## config.mk

```make
export PLATFORM = sky130hd
export DESIGN_NAME = igr_mac
export DESIGN_NICKNAME = d
export VERILOG_FILES = /design/src/hdl/igr_pkg.sv /design/src/hdl/igr_mac.sv
export SDC_FILE = /design/constraint.sdc
export NUM_CORES = 1
export LEC_CHECK = 0
export BUFFER_PORTS_ARGS = -buffer_cell sky130_fd_sc_hd__clkbuf_2
export CAP_MARGIN = 25
export CELL_PAD_IN_SITES_DETAIL_PLACEMENT = 1
export CELL_PAD_IN_SITES_GLOBAL_PLACEMENT = 1
export CORE_UTILIZATION = 46
export CTS_CLUSTER_SIZE = 24
export DETAILED_ROUTE_END_ITERATION = 10
export HOLD_SLACK_MARGIN = 0.02
export PLACE_DENSITY_LB_ADDON = 0.1
export SLEW_MARGIN = 20
export SYNTH_ARGS = -nofsm -noshare
export SYNTH_HDL_FRONTEND = slang
export SYNTH_SLANG_ARGS = --single-unit
```

## constraint.sdc

```tcl
create_clock -name aclk -period 13 [get_ports aclk]
set_input_delay 0 -clock aclk [delete_from_list [all_inputs] [get_ports aclk]]
set_output_delay 0 -clock aclk [all_outputs]
set_load 0.05 [all_outputs]
```

## src/hdl/igr_pkg.sv

```systemverilog
// igr_pkg: shared types, constants and the read/multiply step table
// for the interpolated image gradient core
// no dependencies
`default_nettype none

package igr_pkg;

    // default sizes
    localparam int MAX_DIM_DEF    = 256;
    localparam int PIXEL_BITS_DEF = 16;
    localparam int FRAC_BITS_DEF  = 8;

    // result field width and saturation limits
    localparam int GRAD_W   = 24;
    localparam int GRAD_MAX = 8388607;
    localparam int GRAD_MIN = -8388608;

    // configuration registers
    localparam int         DIM_W     = 9;
    localparam logic [8:0] DIM_RESET = 9'd256;
    localparam logic       REG_WIDTH  = 1'b0;
    localparam logic       REG_HEIGHT = 1'b1;

    // request kinds and result status
    localparam logic CMD_WRITE      = 1'b0;
    localparam logic CMD_QUERY      = 1'b1;
    localparam logic STATUS_DONE    = 1'b0;
    localparam logic STATUS_OUTSIDE = 1'b1;

    // control of the shared multiply-accumulate unit
    typedef struct packed {
        logic mul;    // load a new product
        logic acc;    // fold that product into the accumulator
        logic first;  // restart the sum with this product
        logic neg;    // subtract instead of add
    } mac_ctl_t;

    // one gradient step: pixel offset (plus one) and its signed weight
    typedef struct packed {
        logic [1:0] dc;
        logic [1:0] dr;
        logic [1:0] wsel;  // 0: wx0*wy0, 1: fx*wy0, 2: wx0*fy, 3: fx*fy
        logic       neg;
    } step_t;

    function automatic int mac_a_w(input int pix_bits, input int frac_bits);
        return ((pix_bits > frac_bits + 1) ? pix_bits : frac_bits + 1) + 1;
    endfunction

    function automatic int mac_b_w(input int frac_bits);
        return 2 * frac_bits + 2;
    endfunction

    function automatic int acc_w(input int pix_bits, input int frac_bits);
        return 2 * frac_bits + pix_bits + 2;
    endfunction

    // steps 0..7 build the x sum, steps 8..15 the y sum
    function automatic step_t step_info(input logic [3:0] s);
        step_t r;
        case (s)
            4'd0:  r = '{dc: 2'd2, dr: 2'd1, wsel: 2'd0, neg: 1'b0};
            4'd1:  r = '{dc: 2'd0, dr: 2'd1, wsel: 2'd0, neg: 1'b1};
            4'd2:  r = '{dc: 2'd3, dr: 2'd1, wsel: 2'd1, neg: 1'b0};
            4'd3:  r = '{dc: 2'd1, dr: 2'd1, wsel: 2'd1, neg: 1'b1};
            4'd4:  r = '{dc: 2'd2, dr: 2'd2, wsel: 2'd2, neg: 1'b0};
            4'd5:  r = '{dc: 2'd0, dr: 2'd2, wsel: 2'd2, neg: 1'b1};
            4'd6:  r = '{dc: 2'd3, dr: 2'd2, wsel: 2'd3, neg: 1'b0};
            4'd7:  r = '{dc: 2'd1, dr: 2'd2, wsel: 2'd3, neg: 1'b1};
            4'd8:  r = '{dc: 2'd1, dr: 2'd2, wsel: 2'd0, neg: 1'b0};
            4'd9:  r = '{dc: 2'd1, dr: 2'd0, wsel: 2'd0, neg: 1'b1};
            4'd10: r = '{dc: 2'd1, dr: 2'd3, wsel: 2'd2, neg: 1'b0};
            4'd11: r = '{dc: 2'd1, dr: 2'd1, wsel: 2'd2, neg: 1'b1};
            4'd12: r = '{dc: 2'd2, dr: 2'd2, wsel: 2'd1, neg: 1'b0};
            4'd13: r = '{dc: 2'd2, dr: 2'd0, wsel: 2'd1, neg: 1'b1};
            4'd14: r = '{dc: 2'd2, dr: 2'd3, wsel: 2'd3, neg: 1'b0};
            4'd15: r = '{dc: 2'd2, dr: 2'd1, wsel: 2'd3, neg: 1'b1};
            default: r = '0;
        endcase
        return r;
    endfunction

endpackage

`default_nettype wire

```

## src/hdl/igr_mac.sv

```systemverilog
// igr_mac: shared multiplier with registered product and accumulator
// depends on igr_pkg
`default_nettype none

module igr_mac
    import igr_pkg::*;
#(
    parameter int PIXEL_BITS = PIXEL_BITS_DEF,
    parameter int FRAC_BITS  = FRAC_BITS_DEF,
    localparam int AW   = mac_a_w(PIXEL_BITS, FRAC_BITS),
    localparam int BW   = mac_b_w(FRAC_BITS),
    localparam int ACCW = acc_w(PIXEL_BITS, FRAC_BITS)
) (
    input  wire logic                   aclk,
    input  wire logic                   aresetn,
    input  wire mac_ctl_t               ctl,
    input  wire logic signed [AW-1:0]   op_a,
    input  wire logic signed [BW-1:0]   op_b,
    output logic signed [AW+BW-1:0]     prod,
    output logic signed [ACCW-1:0]      acc
);

    mac_ctl_t                ctl_d_reg;
    logic signed [AW+BW-1:0] prod_reg;
    logic signed [ACCW-1:0]  acc_reg;
    logic signed [ACCW-1:0]  acc_next;
    logic signed [ACCW-1:0]  term;
    logic signed [ACCW-1:0]  base;

    always_comb begin
        term     = ACCW'(prod_reg);
        base     = ctl_d_reg.first ? '0 : acc_reg;
        acc_next = ctl_d_reg.neg ? base - term : base + term;
    end

    always_ff @(posedge aclk) begin
        if (!aresetn) begin
            ctl_d_reg <= '0;
        end else begin
            ctl_d_reg <= ctl;
        end
        if (ctl.mul) begin
            prod_reg <= op_a * op_b;
        end
        if (ctl_d_reg.acc) begin
            acc_reg <= acc_next;
        end
    end

    assign prod = prod_reg;
    assign acc  = acc_reg;

endmodule

`default_nettype wire
```

==> results of run 1 <==
worst max-delay path: stages:
cell and delay (ns):
clkbuf_2 0.27, nand2_1 0.21, inv_1 0.10, fa_1 0.64, fa_1 0.86, fa_1 0.52
fa_1 0.50, fa_1 0.49, inv_1 0.05, fa_1 0.47, inv_1 0.04, ha_1 0.38
nand3_1 0.13, nor2_1 0.18, nand2_1 0.07, a211oi_1 0.37, o21ai_0 0.17, o2bb2ai_1 0.20
o2111ai_1 0.22, a21oi_1 0.11, xnor2_1 0.12
cell families (layout without fill, tap and decap cells):
logic type	Yosys count	count (layout)
buffers and inverters	378	458
multiplexers	1	1
flip-flops	72	72
AO/OA/AOI/OAI	190	190
AND/OR/NAND/NOR	499	499
adder cells (fa/ha/maj)	433	433
XOR/XNOR	99	99
cell type report:
type	count	area, um^2
Fill cell	4001	17100
Inverter	324	1220
Sequential cell	72	2130
Timing Repair Buffer	118	628
Clock inverter	7	86.3
Clock buffer	9	225
Tap cell	455	569
Multi-Input combinational cell	1222	12500
how the worst min path moves through the flow:
| stage | startpoint | to | slack [ns] | cells after the start |
|---|---|---|---|---|
| 2_1_floorplan | ctl[3] | prod[0] | 0.11 | 0 |
| 3_3_place_gp | ctl[2] | ctl_d_reg[2] | 0.21 | 2 |
| 3_5_place_dp | ctl[0] | ctl_d_reg[0] | 0.22 | 2 |
| 4_1_cts | op_a[0] | prod[0] | 0.30 | 2 |
| 5_1_grt | op_a[0] | prod[0] | 0.34 | 2 |
| 6_report | op_a[0] | prod[0] | 0.30 | 2 |
per-stage QoR:
| step | worst slack, ns | util |
|---|---|---|
| 2_1_floorplan | 7.16 | - |
| 3_3_place_gp | 6.73 | 0.493 |
| 3_5_place_dp | 6.57 | 0.493 |
| 4_1_cts | 6.96 | 0.504 |
| 5_1_grt | 6.53 | 0.504 |
| 6_report | 6.98 | 0.504 |
layer usage:
layer	global-route usage	up-vias	routed length, um
met3	0.0295	33	1630
met2	0.383	225	18100
li1	-	5313	-
met1	0.347	5824	19800
met5	0	-	0
met4	0.0481	0	543
synthesized netlist by cell type (2+ instances only):
master and number:
dfxtp_1 3, nand2_1 163, a41oi_1 2, inv_1 323
a311oi_1 2, nand2b_1 12, xnor2_1 86, or3_1 5
nor3_1 19, a21o_1 24, o21ai_1 6, xor2_1 13
o31a_1 2, nor4_1 2, nor2_1 71, edfxtp_1 69
nand3b_1 2, ha_1 121, a21oi_1 61, and3_1 4
a211oi_1 5, a31oi_1 4, o21bai_1 13, nor2b_1 41
and2_1 159, nand4_1 5, o21ai_0 27, nand3_1 5
o31ai_2 2, o21a_1 7, clkbuf_1 52, a21oi_2 4
a21o_2 2, o211ai_1 2, a211oi_2 2, fa_1 312
timing repair:
action,in CTS,in global routing
hold buffers,6,0
endpoints found under the hold margin,3,0
buffers inserted,0,0
gates resized for setup,0,0
setup endpoints to repair,0,0
==> impl_metrics.tcl, run 1 <==
set metrics [dict create \
    status "finished, final reports clean" \
    synth_async_sr_flop_share 0 \
    grt_max_degree 36 \
    clockBufferDepth 2 \
    dpl.hpwl_um 34000 \
    grt_antenna_before_repair 0 \
    end_kind "flop" \
    fmax_mhz 166 \
    synth_top_family_by_area "adder cells" \
    fin_area_um2 17400 \
    critical_path.startpoint "op_b[17]" \
    viasPerCell 5.16 \
    initial_core_util 0.466 \
    relSlewSlack 0.462 \
    worstPathRequired_ns 13.09 \
    hold_viol 0 \
    fp-row-count 68 \
    ys_ff_latch 72 \
    worstMarginPinSlew_ns 0.807 \
    diodes 0 \
    worst_setup_path_start_kind "input pin" \
    synth_top_cell_by_area "fa_1" \
    io_pins 110 \
    cts_buffers 9 \
    ant_nets 0 \
    final_common_cell "inv_1" \
    skew_ns 0.00944 \
    die_width_um 189 \
    clock_latency_ns 0.35 \
    yosysUniqueCellTypes 76 \
    num_vias 11395 \
    place_congestion 0.894 \
    yosys-mux-area-fraction 0.000623 \
    grt_use_total 0.238 \
    cts_root_buf "clkbuf_16" \
    yosys.area_share.simple 0.159 \
    overflow 0 \
    grt_pass1_vias 12708 \
    synthAdderAreaFrac 0.483 \
    fin_nets 2221 \
    reg2reg_depth 13 \
    die_area_um2 35700 \
    ctsHtreeMaxLevel 3 \
    endpoint "prod[34]" \
    ys.warnings.count 0 \
    syn-cell-area_um2 16100 \
    fin_setup_tns_ns 0 \
    cts_tree "done" \
    wl_per_cell_um 18.1 \
    place_inst 2185 \
    syn_inst 1672 \
    ff2ff_setup_slack_ns 8.41 \
    setup_viol 0 \
    seq_area_frac_synth 0.133 \
    cts_sinks 72 \
    layout_common_cells "323 x inv_1, 312 x fa_1, 163 x nand2_1, 159 x and2_1, 121 x ha_1" \
    routed_wl_um 40000 \
    die_y_um 189 \
    final.min_clock_period_ns 6.02 \
    finalCritPeriodShare 0.463 \
    portBuffers 109 \
    fin_cells 2207 \
    synth_top_cells_by_area "fa_1 39%, edfxtp_1 13%, ha_1 9.4%" \
    hold_path_class "input pin to flop" \
    grt_pass1_wl_um 67100 \
    drc_errors 0 \
    drt-initial-drc-count 419 \
    arrival_ns 6.12 \
    cap_violations 0 \
    synthXorXnorAreaFrac 0.0540 \
    worstReg2RegStart "prod[5]" \
    yosysTopAreaCellShare 0.389 \
    firstDrtPassIters 5 \
    synth_edf_count 69 \
    synth-compound-area-share 0.0824 \
    drive_gt1_frac 0.0868 \
    coreArea_um2 34500 \
    synth_flop_cell "edfxtp_1" \
    cts.clk_slew.worst_paths_ns 0.06 \
    synth_area_per_cell_um2 9.61 \
    path_max_fanout 17 \
    worst-setup-path-type "input pin to flop" \
    drv_slew 0 \
    rsz0062_at_grt "no" \
    syn_nets 2146 \
    worst_hold_slack_ns 0.304 \
    r2r-end "acc[27]" \
    largest_reg_flops 35 \
    dpl_cell_area_um2 17000 \
    area_delta_synth_final_pct 8.13 \
]
Power of run 1 is left out: the tool's default activity adds up to more than one toggle a clock period on the data nets, which glitch-free logic cannot reach.
==> run 2, diff against run 1 <==
--- a/config.mk
+++ b/config.mk
@@ -9,7 +9,7 @@
 export CAP_MARGIN = 25
 export CELL_PAD_IN_SITES_DETAIL_PLACEMENT = 1
 export CELL_PAD_IN_SITES_GLOBAL_PLACEMENT = 1
-export CORE_UTILIZATION = 46
+export CORE_UTILIZATION = 45
 export CTS_CLUSTER_SIZE = 24
 export DETAILED_ROUTE_END_ITERATION = 10
 export HOLD_SLACK_MARGIN = 0.02
==> constraint.sdc (replaced) <==
create_clock -name aclk -period 5.14 [get_ports aclk]
set_input_delay 0 -clock aclk [delete_from_list [all_inputs] [get_ports aclk]]
set_output_delay 0 -clock aclk [all_outputs]
set_load 0.05 [all_outputs]
==> impl_metrics.tcl, run 2 (synthesis gave the netlist of run 1 again) <==
set metrics [dict create \
    status "complete, but fails checks" \
    violations "setup timing" \
    grt_pass1_vias 13940 \
    arrival_ns 5.29 \
    fin_cells 2388 \
    grt_use_total 0.251 \
    fin_nets 2402 \
    drt-initial-drc-count 380 \
    grt_antenna_before_repair 0 \
    worstPathRequired_ns 5.23 \
    wl_per_cell_um 18.3 \
    overflow 0 \
    rsz0062_at_grt "yes" \
    worst-setup-path-type "input pin to flop" \
    end_kind "flop" \
    cts_sinks 72 \
    setup_viol 2 \
    grt_pass1_wl_um 72200 \
    worstMarginPinSlew_ns 0.835 \
    fill_cells 3903 \
    cts_root_buf "clkbuf_16" \
    cap_violations 0 \
    place_congestion 0.914 \
    die_y_um 191 \
    num_vias 12145 \
    ant_nets 0 \
    ctsHtreeMaxLevel 3 \
    skew_ns 0.00547 \
    die_width_um 191 \
    cts.clk_slew.worst_paths_ns 0.05 \
    initial_core_util 0.462 \
    die_area_um2 36400 \
    clockBufferDepth 2 \
    final.min_clock_period_ns 5.20 \
    fp-row-count 68 \
    dpl.hpwl_um 37500 \
    firstDrtPassIters 5 \
    cts_buffers 9 \
    worst_setup_path_start_kind "input pin" \
    clock_latency_ns 0.34 \
    finalCritPeriodShare 1.01 \
    drive_gt1_frac 0.229 \
    cts_tree "done" \
    drc_errors 0 \
    viasPerCell 5.09 \
    drv_slew 0 \
    relSlewSlack 0.443 \
    ff2ff_setup_slack_ns 0.63 \
    hold_path_class "input pin to flop" \
    setup_ws_ns -0.0624 \
    io_pins 110 \
    path_max_fanout 15 \
    grt_max_degree 36 \
    fmax_mhz 192 \
    routed_wl_um 43600 \
    largest_reg_flops 35 \
    place_inst 2346 \
    layout_common_cells "312 x inv_1, 288 x fa_1, 163 x buf_4, 151 x nand2_1, 148 x and2_1" \
    area_delta_synth_final_pct 22.4 \
    final_common_cell "inv_1" \
    fin_setup_tns_ns -0.0657 \
    coreArea_um2 34800 \
    portBuffers 109 \
    diodes 0 \
    hold_viol 0 \
]
run 2: cell count changes in the layout (fill, tap and decap cells not counted), moves of 12 or more:
cell and change:
buf_4 +160, buf_6 +24, clkbuf_2 -30, fa_1 -24, fa_2 +24, ha_1 -15, ha_4 +13, nand2_1 -12
run 2: timing repair:
item / 4_1_cts / 5_1_grt
resized for setup: 97 / 108
endpoints found under the setup margin: 13 / 13
hold buffers: 6 / 0
buffers inserted: 8 / 13
hold endpoints to repair: 3 / 0
pin swaps: 42 / 52
run 2: cell type report:
type / count / area, um^2 / area share
clock buffers: 12 / 246 / 0.0125
clock inverters: 4 / 43.8 / 0.00223
inverters: 324 / 1220 / 0.0621
multi-input cells: 1222 / 13000 / 0.663
flip-flops and latches: 72 / 2130 / 0.108
well taps: 455 / 569 / 0.0290
repair buffers: 299 / 2400 / 0.122
run 2: per-stage QoR:
step                 util  hold WS, ns  cell area (um^2)  setup WS, ns
detailed placement  0.528        0.224             18400        -0.687
CTS                 0.553        0.318             19300       -0.0494
global route        0.565        0.363             19700        -0.256
global placement    0.528        0.213             18400        -0.571
floorplan               -        0.112             16400        -0.299
finish              0.565        0.330             19700       -0.0624
run 2: path summary, 6_finish.rpt:
| path | startpoint | to | cells after the start |
|---|---|---|---|
| setup / recovery | op_a[4] | prod[33] | 21 |
| hold / removal | op_a[0] | prod[0] | 3 |
| setup reg to reg | prod[5] | acc[33] | 15 |
| hold reg to reg | prod[0] | acc[0] | 2 |
run 2: metal layers:
metal  wire length (um)  vias up  GRT usage
li1                   -     5684          -
met1              19900     6219      0.342
met2              21800      205      0.442
met3               1380       37     0.0162
met4                508        0     0.0483
met5                  0        -          0
run 2: worst max-delay path: stages:
cell and delay [ns]:
buf_8 0.13, and2_4 0.14, fa_2 0.55, buf_6 0.16
fa_1 0.56, fa_1 0.44, fa_1 0.47, fa_1 0.50
inv_1 0.05, fa_1 0.49, inv_2 0.05, ha_4 0.22
a21oi_2 0.11, o21bai_1 0.08, a21o_1 0.18, a21o_1 0.19
or3_1 0.30, a211o_1 0.25, a31o_1 0.19, a21oi_2 0.13
xnor2_1 0.07
Power of run 2 is left out for the same reason.
